[config.mk]
export PLATFORM = sky130hd
export DESIGN_NAME = utf8_codepoint_substring_unit_flat
export DESIGN_NICKNAME = d
export VERILOG_FILES = /design/src/design/utf8cs_pkg.sv /design/src/design/utf8cs_in_if.sv /design/src/design/utf8cs_out_if.sv /design/src/design/utf8cs_core.sv /design/src/design/utf8_codepoint_substring_unit.sv /design/src/flat_wrapper.sv
export SDC_FILE = /design/constraint.sdc
export NUM_CORES = 1
export LEC_CHECK = 0
export BUFFER_PORTS_ARGS = -buffer_cell sky130_fd_sc_hd__buf_2
export CORE_ASPECT_RATIO = 1.75
export CORE_MARGIN = 4
export CORE_UTILIZATION = 55
export CTS_BUF_LIST = sky130_fd_sc_hd__clkbuf_4 sky130_fd_sc_hd__clkbuf_8
export CTS_CLUSTER_DIAMETER = 100
export DETAILED_ROUTE_END_ITERATION = 8
export PLACE_DENSITY_LB_ADDON = 0.08
export SLEW_MARGIN = 20
export SYNTH_ARGS = -nofsm -noshare
export SYNTH_HDL_FRONTEND = slang
export SYNTH_SLANG_ARGS = --single-unit
[constraint.sdc]
create_clock -name i_clk -period 5.7 [get_ports i_clk]
set_clock_uncertainty 0.1 [all_clocks]
set_input_delay 0.285 -clock i_clk [delete_from_list [all_inputs] [get_ports i_clk]]
set_output_delay 0.285 -clock i_clk [all_outputs]
set_load 0.005 [all_outputs]
[src/design/utf8cs_pkg.sv]
package utf8cs_pkg;

    localparam int unsigned CfgWidth   = 32;
    localparam int unsigned CountWidth = 31;
    localparam int unsigned LeftWidth  = 3;
    localparam int unsigned MaxLeadOnes = 4;

    localparam logic [0:0] REG_START  = 1'b0;
    localparam logic [0:0] REG_LENGTH = 1'b1;

    localparam logic [2:0] ST_OK        = 3'd0;
    localparam logic [2:0] ST_NEG_LEN   = 3'd1;
    localparam logic [2:0] ST_NEG_START = 3'd2;
    localparam logic [2:0] ST_CONT_LEAD = 3'd3;
    localparam logic [2:0] ST_LEAD_LONG = 3'd4;

    typedef enum logic [2:0] {
        PH_SKIP = 3'b001,
        PH_PASS = 3'b010,
        PH_DONE = 3'b100
    } t_phase;

    typedef struct packed {
        logic       keep;
        logic [2:0] status;
    } t_result;

    function automatic logic [3:0] leading_ones(input logic [7:0] b);
        logic [3:0] n;
        logic       run;
        n   = 4'd0;
        run = 1'b1;
        for (int i = 7; i >= 0; i--) begin
            if (run && b[i]) begin
                n = n + 4'd1;
            end else begin
                run = 1'b0;
            end
        end
        return n;
    endfunction

endpackage

[src/design/utf8cs_in_if.sv]
interface utf8cs_in_if;
    logic       valid;
    logic       ready;
    logic [7:0] data_byte;
    logic       last_byte;

    modport source (output valid, output data_byte, output last_byte, input ready);
    modport sink   (input valid, input data_byte, input last_byte, output ready);
endinterface

[src/design/utf8cs_out_if.sv]
interface utf8cs_out_if;
    logic       valid;
    logic       ready;
    logic [7:0] out_byte;
    logic       keep;
    logic [2:0] status;
    logic       end_of_string;

    modport source (output valid, output out_byte, output keep, output status,
                    output end_of_string, input ready);
    modport sink   (input valid, input out_byte, input keep, input status,
                    input end_of_string, output ready);
endinterface

[src/design/utf8cs_core.sv]
module utf8cs_core
    import utf8cs_pkg::*;
(
    input  logic                i_clk,
    input  logic                i_rst_n,
    input  logic                i_advance,
    input  logic [7:0]          i_data_byte,
    input  logic                i_last_byte,
    input  logic [CfgWidth-1:0] i_start,
    input  logic [CfgWidth-1:0] i_length,
    output t_result             o_result
);

    t_phase                r_phase, n_phase;
    logic [CountWidth-1:0] r_count, n_count;
    logic [LeftWidth-1:0]  r_left,  n_left;
    logic [2:0]            r_sticky, n_sticky;

    always_comb begin
        t_phase                ph;
        logic [CountWidth-1:0] cnt;
        logic [3:0]            ones;
        logic [2:0]            st;
        logic                  keep;

        ph      = r_phase;
        cnt     = r_count;
        st      = r_sticky;
        keep    = 1'b0;
        ones    = leading_ones(i_data_byte);
        n_left  = r_left;

        if (st == ST_OK) begin
            if (i_length[CfgWidth-1]) begin
                st = ST_NEG_LEN;
            end else if (i_start[CfgWidth-1]) begin
                st = ST_NEG_START;
            end
        end

        if (st == ST_OK) begin
            if (r_left != '0) begin
                n_left = r_left - LeftWidth'(1);
                keep   = (ph == PH_PASS);
            end else begin
                if (ph == PH_SKIP && {1'b0, cnt} >= i_start) begin
                    ph  = PH_PASS;
                    cnt = '0;
                end
                if (ph == PH_PASS && {1'b0, cnt} >= i_length) begin
                    ph = PH_DONE;
                end
                if (ph != PH_DONE) begin
                    if (ones == 4'd1) begin
                        st = ST_CONT_LEAD;
                    end else if (ones > 4'(MaxLeadOnes)) begin
                        st = ST_LEAD_LONG;
                    end else begin
                        n_left = (ones == 4'd0) ? '0 : LeftWidth'(ones - 4'd1);
                        cnt    = cnt + CountWidth'(1);
                        keep   = (ph == PH_PASS);
                    end
                end
            end
        end

        n_phase  = ph;
        n_count  = cnt;
        n_sticky = st;
        o_result = '{keep: keep, status: st};

        if (i_last_byte) begin
            n_phase  = PH_SKIP;
            n_count  = '0;
            n_left   = '0;
            n_sticky = ST_OK;
        end
    end

    always_ff @(posedge i_clk) begin
        if (!i_rst_n) begin
            r_phase  <= PH_SKIP;
            r_count  <= '0;
            r_left   <= '0;
            r_sticky <= ST_OK;
        end else if (i_advance) begin
            r_phase  <= n_phase;
            r_count  <= n_count;
            r_left   <= n_left;
            r_sticky <= n_sticky;
        end
    end

endmodule

[src/design/utf8_codepoint_substring_unit.sv]
// UTF-8 code point substring unit.
// Input channel i_in carries one string byte per request with a last-byte
// flag; output channel o_out returns one result per byte: the byte itself,
// a keep flag, a status code and the end-of-string flag.
// The APB port holds the start and length settings (code points, signed),
// at byte addresses 0 and 4; write them only while no string is in flight.
// Latency: a result is valid the cycle after its request is accepted.
// Throughput: one byte per cycle while o_out.ready stays high; the per-byte
// state update (counter compare and lead-byte decode) sits between the state
// registers and the result register.
// A result waiting in the output register while o_out.ready is low holds;
// a new request is then taken only in the cycle the waiting result leaves.
// A nonzero status sticks until the last byte of the string; after the last
// byte the string state returns to its start, the settings are kept.
// Reset is synchronous: the output register empties, the string state
// clears and both settings return to zero.
module utf8_codepoint_substring_unit
    import utf8cs_pkg::*;
(
    input  logic                 i_clk,
    input  logic                 i_rst_n,
    utf8cs_in_if.sink            i_in,
    utf8cs_out_if.source         o_out,
    input  logic                 psel,
    input  logic                 penable,
    input  logic                 pwrite,
    input  logic [2:0]           paddr,
    input  logic [CfgWidth-1:0]  pwdata,
    output logic [CfgWidth-1:0]  prdata,
    output logic                 pready
);

    logic [CfgWidth-1:0] r_start;
    logic [CfgWidth-1:0] r_length;
    logic                r_out_valid;
    logic [7:0]          r_out_byte;
    t_result             r_out_result;
    logic                r_out_last;
    logic                accept;
    logic                cfg_write;
    t_result             result;

    assign pready    = 1'b1;
    assign cfg_write = psel && penable && pwrite && pready;
    assign prdata    = (paddr[2] == REG_LENGTH) ? r_length : r_start;

    always_ff @(posedge i_clk) begin
        if (!i_rst_n) begin
            r_start  <= '0;
            r_length <= '0;
        end else if (cfg_write) begin
            if (paddr[2] == REG_START) begin
                r_start <= pwdata;
            end else begin
                r_length <= pwdata;
            end
        end
    end

    assign i_in.ready = !r_out_valid || o_out.ready;
    assign accept     = i_in.valid && i_in.ready;

    utf8cs_core u_core (
        .i_clk       (i_clk),
        .i_rst_n     (i_rst_n),
        .i_advance   (accept),
        .i_data_byte (i_in.data_byte),
        .i_last_byte (i_in.last_byte),
        .i_start     (r_start),
        .i_length    (r_length),
        .o_result    (result)
    );

    always_ff @(posedge i_clk) begin
        if (!i_rst_n) begin
            r_out_valid <= 1'b0;
        end else if (accept) begin
            r_out_valid <= 1'b1;
        end else if (o_out.ready) begin
            r_out_valid <= 1'b0;
        end
    end

    always_ff @(posedge i_clk) begin
        if (accept) begin
            r_out_byte   <= i_in.data_byte;
            r_out_result <= result;
            r_out_last   <= i_in.last_byte;
        end
    end

    assign o_out.valid         = r_out_valid;
    assign o_out.out_byte      = r_out_byte;
    assign o_out.keep          = r_out_result.keep;
    assign o_out.status        = r_out_result.status;
    assign o_out.end_of_string = r_out_last;

`ifndef SYNTHESIS
    a_accept_fills_output: assert property (@(posedge i_clk) disable iff (!i_rst_n)
        accept |=> o_out.valid)
        else $error("accepted request produced no result");

    a_failed_byte_dropped: assert property (@(posedge i_clk) disable iff (!i_rst_n)
        (o_out.valid && o_out.status != ST_OK) |-> !o_out.keep)
        else $error("byte kept under a failure status");

    a_status_range: assert property (@(posedge i_clk) disable iff (!i_rst_n)
        o_out.valid |-> (o_out.status <= ST_LEAD_LONG))
        else $error("status code out of range");
`endif

endmodule

[src/flat_wrapper.sv]
// flat-port wrapper written by rule: the top's interface ports become plain ports
module utf8_codepoint_substring_unit_flat import utf8cs_pkg::*;
  (i_clk, i_rst_n, psel, penable, pwrite, paddr, pwdata, prdata, pready, i_in_valid, i_in_data_byte, i_in_last_byte, i_in_ready, o_out_valid, o_out_out_byte, o_out_keep, o_out_status, o_out_end_of_string, o_out_ready);
  utf8cs_in_if i_in_i ();
  utf8cs_out_if o_out_i ();
  input  logic i_clk;
  input  logic i_rst_n;
  input  logic psel;
  input  logic penable;
  input  logic pwrite;
  input  logic [2:0] paddr;
  input  logic [CfgWidth-1:0] pwdata;
  output logic [CfgWidth-1:0] prdata;
  output logic pready;
  input wire logic [$bits(i_in_i.valid)-1:0] i_in_valid;
  input wire logic [$bits(i_in_i.data_byte)-1:0] i_in_data_byte;
  input wire logic [$bits(i_in_i.last_byte)-1:0] i_in_last_byte;
  output wire logic [$bits(i_in_i.ready)-1:0] i_in_ready;
  output wire logic [$bits(o_out_i.valid)-1:0] o_out_valid;
  output wire logic [$bits(o_out_i.out_byte)-1:0] o_out_out_byte;
  output wire logic [$bits(o_out_i.keep)-1:0] o_out_keep;
  output wire logic [$bits(o_out_i.status)-1:0] o_out_status;
  output wire logic [$bits(o_out_i.end_of_string)-1:0] o_out_end_of_string;
  input wire logic [$bits(o_out_i.ready)-1:0] o_out_ready;
  assign i_in_i.valid = i_in_valid;
  assign i_in_i.data_byte = i_in_data_byte;
  assign i_in_i.last_byte = i_in_last_byte;
  assign i_in_ready = i_in_i.ready;
  assign o_out_valid = o_out_i.valid;
  assign o_out_out_byte = o_out_i.out_byte;
  assign o_out_keep = o_out_i.keep;
  assign o_out_status = o_out_i.status;
  assign o_out_end_of_string = o_out_i.end_of_string;
  assign o_out_i.ready = o_out_ready;
  utf8_codepoint_substring_unit u_core (.i_clk(i_clk), .i_rst_n(i_rst_n), .i_in(i_in_i), .o_out(o_out_i), .psel(psel), .penable(penable), .pwrite(pwrite), .paddr(paddr), .pwdata(pwdata), .prdata(prdata), .pready(pready));
endmodule
== Word-level counts from Yosys, hierarchy flattened ==
Index checks and enable logic that the tools add are counted.

* Flip-flop bits (word level): 118

* $add $sub $neg: 10
* Magnitude comparators: 3
* Equal/unequal tests: 9
* Muxes and demuxes: 56
* Bitwise operators: 1
* Reduce and logical (&&, ||, !) cells: 25

{| class="wikitable"
|+ Operators by type and width
! cell !! number
|-
| $mux W31 || 9
|-
| $mux W3 || 25
|-
| $ge A31 B32 Y1 || 2
|-
| $mux W32 || 1
|-
| $add A31 B1 Y31 const B || 1
|-
| $add A4 B1 Y4 const B || 7
|-
| $mux W4 || 7
|-
| $mux W1 || 14
|-
| $logic_and A1 B1 Y1 || 12
|-
| $eq A3 B2 Y1 const B || 3
|-
| $ne A3 B3 Y1 const B || 3
|-
| $logic_not A3 Y1 || 2
|-
| $reduce_bool A3 Y1 || 2
|-
| $sub A3 B1 Y3 const B || 2
|-
| $reduce_and A5 Y1 || 1
|-
| $eq A4 B1 Y1 const B || 1
|-
| $gt A4 B3 Y1 const B || 1
|-
| $logic_not A4 Y1 || 1
|-
| $reduce_and A2 Y1 || 2
|-
| $reduce_bool A2 Y1 || 2
|-
| $eq A3 B1 Y1 const B || 1
|-
| $reduce_and A3 Y1 || 1
|-
| $ne A2 B2 Y1 const B || 1
|-
| $logic_not A1 Y1 || 1
|-
| 2 further kinds || 2
|}

== Longest topological paths before layout ==
Gate-level depths: netlist of run 1.

* Word-level depth: 23
* Depth in mapped cells: 26
* Mapped depth without buffers: 25

== Cells and area by module ==
From an unflattened synthesis of run 1, not the netlist that was laid out.

* Cell total of the unflattened synthesis: 946
* Area, all modules: 8022.7 µm²

{| class="wikitable"
|+ By module, submodules not included
! module !! times used !! cells an instance !! area an instance (µm²) !! sequential area each (µm²)
|-
| utf8cs_core || 1 || 646 || 4779.6 || 800.8
|-
| utf8_codepoint_substring_unit || 1 || 300 || 3243.1 || 1691.6
|}

== Least setup slack after synthesis of run 1 ==
No wires, ideal clock.

* Path type: input-to-reg
* Start point: in i_in_data_byte[6]
* End point: reg u_core.u_core.r_count[19]
* Library setup time: 0.081 ns
* Arrival time: 4.901 ns
* Slack: 0.619 ns
* Stages on the path: 25
* Cell sequence: inv_1 o21ai_0 inv_1 ha_1 nor2_1 nor2_1 ha_1 nand2_1 a21oi_1 ha_1 mux2_1 nand2_1 a21oi_1 ha_1 mux2_2 ha_1 mux2i_1 and3_1 o31a_1 nand2b_1 nand3_2 o211ai_4 or4_4 or4_1 o211ai_1

* Cells in the longest elaborated chain, start to end: 21
* Elaborated cells between the ends (all ways): 34
* Classes of those cells: add/sub: 6; order compare: 1; eq/ne: 1; mux: 19; reduce/logical: 7

{| class="wikitable"
|+ Ends and longest elaborated chain
! what !! RTL line !! source
|-
| from (decl) || flat_wrapper.sv:16 || <nowiki>input wire logic [$bits(i_in_i.data_byte)-1:0] i_in_data_byte;</nowiki>
|-
| $logic_and A1 B1 Y1 (*) || utf8cs_pkg.sv:34 || <nowiki>if (run && b[i]) begin</nowiki>
|-
| $mux W4 / $mux W1 (equally long branches) || utf8cs_pkg.sv:34 ||
|-
| $add A4 B1 Y4 / $logic_and A1 B1 Y1 (equally long branches) || utf8cs_pkg.sv:35, utf8cs_pkg.sv:34 ||
|-
| $mux W4 / $mux W1 (equally long branches) || utf8cs_pkg.sv:34 ||
|-
| $add A4 B1 Y4 / $logic_and A1 B1 Y1 (equally long branches) || utf8cs_pkg.sv:35, utf8cs_pkg.sv:34 ||
|-
| $mux W4 / $mux W1 (equally long branches) || utf8cs_pkg.sv:34 ||
|-
| $add A4 B1 Y4 / $logic_and A1 B1 Y1 (equally long branches) || utf8cs_pkg.sv:35, utf8cs_pkg.sv:34 ||
|-
| $mux W4 / $mux W1 (equally long branches) || utf8cs_pkg.sv:34 ||
|-
| [... 5 more ...] || n/a ||
|-
| $mux W4 (*) || utf8cs_pkg.sv:34 ||
|-
| $gt A4 B3 Y1 || utf8cs_core.sv:56 || <nowiki>end else if (ones > 4'(MaxLeadOnes)) begin</nowiki>
|-
| $mux W31 || utf8cs_core.sv:56 ||
|-
| $mux W31 (*) || utf8cs_core.sv:54 || <nowiki>if (ones == 4'd1) begin</nowiki>
|-
| $mux W31 (*) || utf8cs_core.sv:53 || <nowiki>if (ph != PH_DONE) begin</nowiki>
|-
| $mux W31 (*) || utf8cs_core.sv:42 || <nowiki>if (r_left != '0) begin</nowiki>
|-
| $mux W31 (*) || utf8cs_core.sv:41 || <nowiki>if (st == ST_OK) begin</nowiki>
|-
| $mux W31 (*) || utf8cs_core.sv:72 || <nowiki>if (i_last_byte) begin</nowiki>
|-
| to (signal assigned) || utf8cs_core.sv:88 || <nowiki>r_count <= n_count;</nowiki>
|-
| to (decl) || utf8cs_core.sv:15 || <nowiki>logic [CountWidth-1:0] r_count, n_count;</nowiki>
|}

Mark *: on every way between the ends. The rest lies on a longest branch, timed or not. The select of a mux whose other input is x is not followed.
A chain may end at the register's enable or synchronous reset.

== Worst setup path after layout of run 1 ==
* Start point: in i_in_data_byte[7]
* End point: reg u_core.u_core.r_count[2]

* Cells in the longest elaborated chain, start to end: 22
* Elaborated cells between the ends (all ways): 37
* Classes of those cells: add/sub: 7; order compare: 1; eq/ne: 1; mux: 21; reduce/logical: 7

{| class="wikitable"
|+ Ends and longest elaborated chain
! what !! RTL line
|-
| $mux W1 || utf8cs_pkg.sv:34
|-
| $add A4 B1 Y4 / $logic_and A1 B1 Y1 (equally long branches) || utf8cs_pkg.sv:35, utf8cs_pkg.sv:34
|-
| $mux W4 / $mux W1 (equally long branches) || utf8cs_pkg.sv:34
|-
| $add A4 B1 Y4 / $logic_and A1 B1 Y1 (equally long branches) || utf8cs_pkg.sv:35, utf8cs_pkg.sv:34
|-
| $mux W4 / $mux W1 (equally long branches) || utf8cs_pkg.sv:34
|-
| $add A4 B1 Y4 / $logic_and A1 B1 Y1 (equally long branches) || utf8cs_pkg.sv:35, utf8cs_pkg.sv:34
|-
| $mux W4 / $mux W1 (equally long branches) || utf8cs_pkg.sv:34
|-
| $add A4 B1 Y4 / $logic_and A1 B1 Y1 (equally long branches) || utf8cs_pkg.sv:35, utf8cs_pkg.sv:34
|-
| [... 6 more ...] || n/a
|-
| $mux W4 (*) || utf8cs_pkg.sv:34
|-
| $gt A4 B3 Y1 || utf8cs_core.sv:56
|-
| $mux W31 || utf8cs_core.sv:56
|-
| $mux W31 (*) || utf8cs_core.sv:54
|-
| $mux W31 (*) || utf8cs_core.sv:53
|-
| $mux W31 (*) || utf8cs_core.sv:42
|-
| $mux W31 (*) || utf8cs_core.sv:41
|-
| $mux W31 (*) || utf8cs_core.sv:72
|}

Marked as above.

==> flow_summary.toml, run 1 <==
[run_status]
status = "finished clean"

[grt]
grtUsageTotal = 0.251
antenna_found_initial = 0
overflow = 0
grt_first_pass_wirelength_um = 34100
grt_pass1_vias = 7250
grt_max_degree = 75

[worst_setup_path]
crit_path_end_kind = "flip-flop"
crit_fanout = 7
worstPathArrival_ns = 5.59
critPathKind = "in -> reg"
required_ns = 5.93
cp-start-kind = "input port"

[placed_design]
portBuffers = 95
hpwl_um = 14800
placed_cell_area_um2 = 8620
place_congestion = 0.884

[cts]
cts_tree = "yes"
cts.sinks = 118
cts_htree_levels = 4
clk_pin_slew_ns = 0.07
cts_root_buf = "clkbuf_8"
clockBufferDepth = 2
cts_buffers = 17
clock_latency_ns = 0.44

[route]
wl_per_cell_um = 15.2
ant_nets = 0
via_count = 7587
post_drt_via_cell_ratio = 5.62
drt-total-wl_um = 20600
drtIter0Drc = 425
drc = 0
first_pass_iters = 5

[synth]
synth_seq_cells = 118
ys_warn_count = 0
synth_cell_types = 79
synth_top_area_frac = 0.268
synth_ff_type = "dfxtp_1"
synth_top_cell_by_area = "dfxtp_1"
async_reset_ff_frac = 0
netlist_area_um2 = 7850
synthesis.nets = 1145
synth_common_cells = "226 x nand2_1, 105 x dfxtp_1, 81 x inv_1"
synth_seq_area_share = 0.318
syn-mean-instance-area_um2 = 7.66
netlist_instances = 1024
post-synth-top-count-cell = "nand2_1"
yosys-top-cells-area = "dfxtp_1 27%, ha_1 11%, nand2_1 11%"
synth_edf_count = 13

[min_path]
hold_class = "in -> reg"

[die]
start_util = 0.564
die_y_um = 166
row_count = 57
dieArea_um2 = 16300
die_x_um = 98.3
core_um2 = 13900
io_pins = 99

[cells_and_area]
synthToLayoutAreaGrowth_pct = 19.7
antenna_cells = 0
drive_above_1_share = 0.168
final_nets = 1281
utilization = 0.675
final_area_um2 = 9390

[power]
max-vdd-ir-drop_mv = 0.154
power.density_nw_per_um2 = 221
leakage_nw = 3.92
total_power_mw = 2.07

[timing]
worstMarginPinSlew_ns = 1.01
period_share = 0.940
max_freq_mhz = 187
slew_viol_final = 0
period_minus_slack_ns = 5.36
relSlewSlack = 0.327
finalHoldViolCount = 0
setup_viol = 0

[run]
maxCapViolations = 0
[layout make-up]
| type | count | area (um^2) |
|---|---|---|
| timing repair buffer | 164 | 1080 |
| clock buffer | 22 | 278 |
| clock inverter | 10 | 104 |
| tap | 177 | 221 |
| multi-input combinational | 777 | 4900 |
| sequential | 118 | 2490 |
| fill | 1284 | 4510 |
| inverter | 82 | 308 |
[metrics by stage]
stage	TNS, ns	worst slack [ns]	hold slack [ns]	instances
after floorplan	0	0.619	0.284	1024
after global placement	0	0.255	0.351	1283
after detailed placement	0	0.211	0.358	1283
after CTS	0	0.108	0.000151	1349
after global routing	-0.0218	-0.0159	0.00826	1350
final	0	0.343	0.0148	1350
[worst paths after layout]
check             slack (ns)                                   from  cells after the start                                      to
setup / recovery        0.34                      i_in_data_byte[7]                     27   u_core.u_core.r_count[2]$_SDFFE_PN0P_
hold / removal          0.01                             pwdata[11]                      3         u_core.r_start[11]$_SDFFE_PN0P_
setup reg to reg        0.63  u_core.u_core.r_count[9]$_SDFFE_PN0P_                     19  u_core.u_core.r_count[19]$_SDFFE_PN0P_
hold reg to reg         0.36        u_core.r_start[27]$_SDFFE_PN0P_                      2         u_core.r_start[27]$_SDFFE_PN0P_
[worst max-delay path, cell delays in order]
cell           delay [ns]
dlygate4sd3_1        0.53
buf_2                0.17
nand2_2              0.12
inv_1                0.09
ha_1                 0.31
nor2_1               0.11
nor2_1               0.05
ha_1                 0.29
nand2_1              0.05
a21oi_1              0.15
ha_1                 0.24
mux2_1               0.31
nand2_1              0.07
a21oi_1              0.08
ha_1                 0.34
mux2_2               0.16
ha_1                 0.18
nand4_1              0.11
nor4_1               0.40
nor3b_2              0.09
o211ai_1             0.31
nand3_4              0.16
o211a_2              0.33
nand2_2              0.15
buf_4                0.16
nor2_1               0.07
a31o_2               0.28
[state kept, by name, summed over array words and instances (netlist names)]
register / flops
u_core.r_length: 32
u_core.r_start: 32
u_core.u_core.r_count: 31
u_core.o_out.out_byte: 8
u_core.o_out.status: 3
u_core.u_core.r_left: 3
u_core.u_core.r_phase: 3
u_core.u_core.r_sticky: 3
u_core.o_out.end_of_string: 1
u_core.o_out.keep: 1
u_core.o_out.valid: 1
[where the power goes]
part	switching (mW)	internal (mW)
sequential	0.0152	0.865
clock	0.344	0.414
combinational	0.262	0.173
[layout by cell type (no fill, tap or decap), types with 15 or more instances in the layout]
cell and count:
buf_2 94, o21ai_0 64, dfxtp_1 105, nand4_1 21, clkbuf_8 18, nor3_1 15, a21boi_0 70, a21oi_1 36
buf_4 35, dlygate4sd3_1 34, nand3_1 32, ha_1 70, inv_1 81, and2_1 25, nor2_1 38, nand2_1 224
[per-layer routing]
metal  track usage  vias up  wire [um]
li1              -     3875          -
met1         0.288     3489       8380
met2         0.459      174      10800
met3        0.0353       49        847
met4         0.102        0        543
met5             0        -          0
[cells by family after synthesis]
| family | share of synthesized area |
|---|---|
| compound gates | 0.232 |
| xor+xnor | 0.00431 |
| fa+ha+maj | 0.112 |
| buf+inv | 0.0638 |
| flops | 0.318 |
| mux | 0.00829 |
| other cells | 0.000478 |
| simple gates | 0.262 |
[repair_timing]
| item | in CTS | in global routing |
|---|---|---|
| gates resized for setup | 0 | 12 |
| endpoints found under the setup margin | 0 | 34 |
| endpoints found under the hold margin | 57 | 0 |
| setup buffers | 0 | 1 |
| hold buffers | 34 | 0 |
No activity file was read; power rests on OpenSTA's default activity.
==> run 2: changes to the inputs <==
--- a/config.mk
+++ b/config.mk
@@ -9,7 +9,7 @@
 export CORE_ASPECT_RATIO = 1.75
 export CORE_MARGIN = 4
 export CORE_UTILIZATION = 55
-export CTS_BUF_LIST = sky130_fd_sc_hd__clkbuf_4 sky130_fd_sc_hd__clkbuf_8
+export CTS_BUF_LIST = sky130_fd_sc_hd__clkbuf_8
 export CTS_CLUSTER_DIAMETER = 100
 export DETAILED_ROUTE_END_ITERATION = 8
 export PLACE_DENSITY_LB_ADDON = 0.08
==> flow_summary.toml, run 2 (synthesized netlist as in run 1, its figures left out) <==
[run_status]
status = "finished clean"

[timing]
slew_viol_final = 0
period_minus_slack_ns = 5.36
finalWorstSetupSlack_ns = 0.344
tns_ns = 0
setup_viol = 0
worstMarginPinSlew_ns = 1.03
relSlewSlack = 0.312
period_share = 0.940
whs_ns = 0.0136
finalHoldViolCount = 0
max_freq_mhz = 187

[die]
dieArea_um2 = 16300
io_pins = 99
die_x_um = 98.3
die_y_um = 166
row_count = 57
start_util = 0.564
core_um2 = 13900

[route]
ant_nets = 0
post_drt_via_cell_ratio = 5.63
wl_per_cell_um = 15.3
drt-total-wl_um = 20600
drtIter0Drc = 434
first_pass_iters = 5
via_count = 7601
drc = 0

[grt]
grt_first_pass_wirelength_um = 34100
antenna_found_initial = 0
grt_pass1_vias = 7229
grtUsageTotal = 0.251
overflow = 0
grt_max_degree = 75

[cells_and_area]
regArea_um2 = 2490
multiInputGateArea_um2 = 4900
synthToLayoutAreaGrowth_pct = 19.4
final_cell_mix = "224 x nand2_1, 105 x dfxtp_1, 94 x buf_2"
final_nets = 1280
antenna_cells = 0
fill_cells = 1293
final_area_um2 = 9370
top_regs = "u_core.r_length (32), u_core.r_start (32), u_core.u_core.r_count (31)"
drive_above_1_share = 0.165
final_common_cell = "nand2_1"

[worst_setup_path]
cp-start-kind = "input port"
r2r-start = "u_core.u_core.r_count[9]$_SDFFE_PN0P_"
reg2reg_to = "u_core.u_core.r_count[19]$_SDFFE_PN0P_"
worstPathArrival_ns = 5.59
crit_path_end_kind = "flip-flop"
rrSetupSlack_ns = 0.68
required_ns = 5.93
cp-endpoint = "u_core.u_core.r_count[2]$_SDFFE_PN0P_"
crit_path_start = "i_in_data_byte[7]"
crit_fanout = 7
critPathKind = "in -> reg"
reg2reg_depth = 19

[cts]
cts_tree = "yes"
cts.sinks = 118
clock_latency_ns = 0.44
cts_root_buf = "clkbuf_8"
clockBufferDepth = 2
cts_buffers = 17
clk_pin_slew_ns = 0.07
cts_htree_levels = 4

[power]
total_power_mw = 2.05
max-vdd-ir-drop_mv = 0.154
power.density_nw_per_um2 = 218
leakage_nw = 3.92

[min_path]
hold_class = "in -> reg"

[placed_design]
post-place-ws_ns = 0.211
hpwl_um = 14800
placed_cell_area_um2 = 8620
portBuffers = 95
place_congestion = 0.884

[run]
maxCapViolations = 0
-- run 2: worst min-delay path by stage --
stage / start / end / slack [ns] / cells after the start
after global routing: pwdata[11] / u_core.r_start[11]$_SDFFE_PN0P_ / 0.009 / 3
final: pwdata[2] / u_core.r_length[2]$_SDFFE_PN0P_ / 0.01 / 3
after floorplan: i_in_last_byte / u_core.o_out.end_of_string$_DFFE_PP_ / 0.28 / 0
after global placement: u_core.r_start[4]$_SDFFE_PN0P_ / u_core.r_start[4]$_SDFFE_PN0P_ / 0.35 / 2
after CTS: pwdata[10] / u_core.r_length[10]$_SDFFE_PN0P_ / 0.003 / 3
after detailed placement: u_core.r_start[13]$_SDFFE_PN0P_ / u_core.r_start[13]$_SDFFE_PN0P_ / 0.36 / 2
-- run 2: power by group --
part	internal, mW	leakage [nW]	switching [mW]
logic	0.173	2.74	0.262
clock network	0.388	0.207	0.344
registers	0.865	0.976	0.0151
-- run 2: area by class of cell --
type                       count  share of cell area
clock inverter                14              0.0127
inverter                      82              0.0329
sequential                   118               0.266
timing repair buffer         163               0.115
clock buffer                  18              0.0264
multi-input combinational    777               0.524
tap                          177              0.0236
-- run 2: timing repair --
| item | CTS | global route |
|---|---|---|
| hold buffers | 33 | 0 |
| buffers inserted | 0 | 1 |
| resized for setup | 0 | 12 |
| hold endpoints to repair | 55 | 0 |
| endpoints found under the setup margin | 0 | 34 |
-- run 2: stage by stage --
stage / cells / util
after floorplan: 1024 / -
after global placement: 1283 / 0.620
after detailed placement: 1283 / 0.620
after CTS: 1348 / 0.670
after global routing: 1349 / 0.674
final: 1349 / 0.674
-- run 2: layer usage --
metal / up-vias / routed length, um / GRT usage
li1: 3873 / - / -
met1: 3519 / 8460 / 0.288
met2: 160 / 10800 / 0.459
met3: 49 / 752 / 0.0345
met4: 0 / 557 / 0.102
met5: - / 0 / 0
-- run 2: worst max-delay path: stages --
cell	delay [ns]
dlygate4sd3_1	0.53
buf_2	0.17
nand2_2	0.12
inv_1	0.10
ha_1	0.31
nor2_1	0.11
nor2_1	0.05
ha_1	0.29
nand2_1	0.05
a21oi_1	0.15
ha_1	0.24
mux2_1	0.31
nand2_1	0.07
a21oi_1	0.08
ha_1	0.34
mux2_2	0.16
ha_1	0.18
nand4_1	0.10
nor4_1	0.39
nor3b_2	0.09
o211ai_1	0.31
nand3_4	0.16
o211a_2	0.34
nand2_2	0.15
buf_4	0.16
nor2_1	0.07
a31o_2	0.28
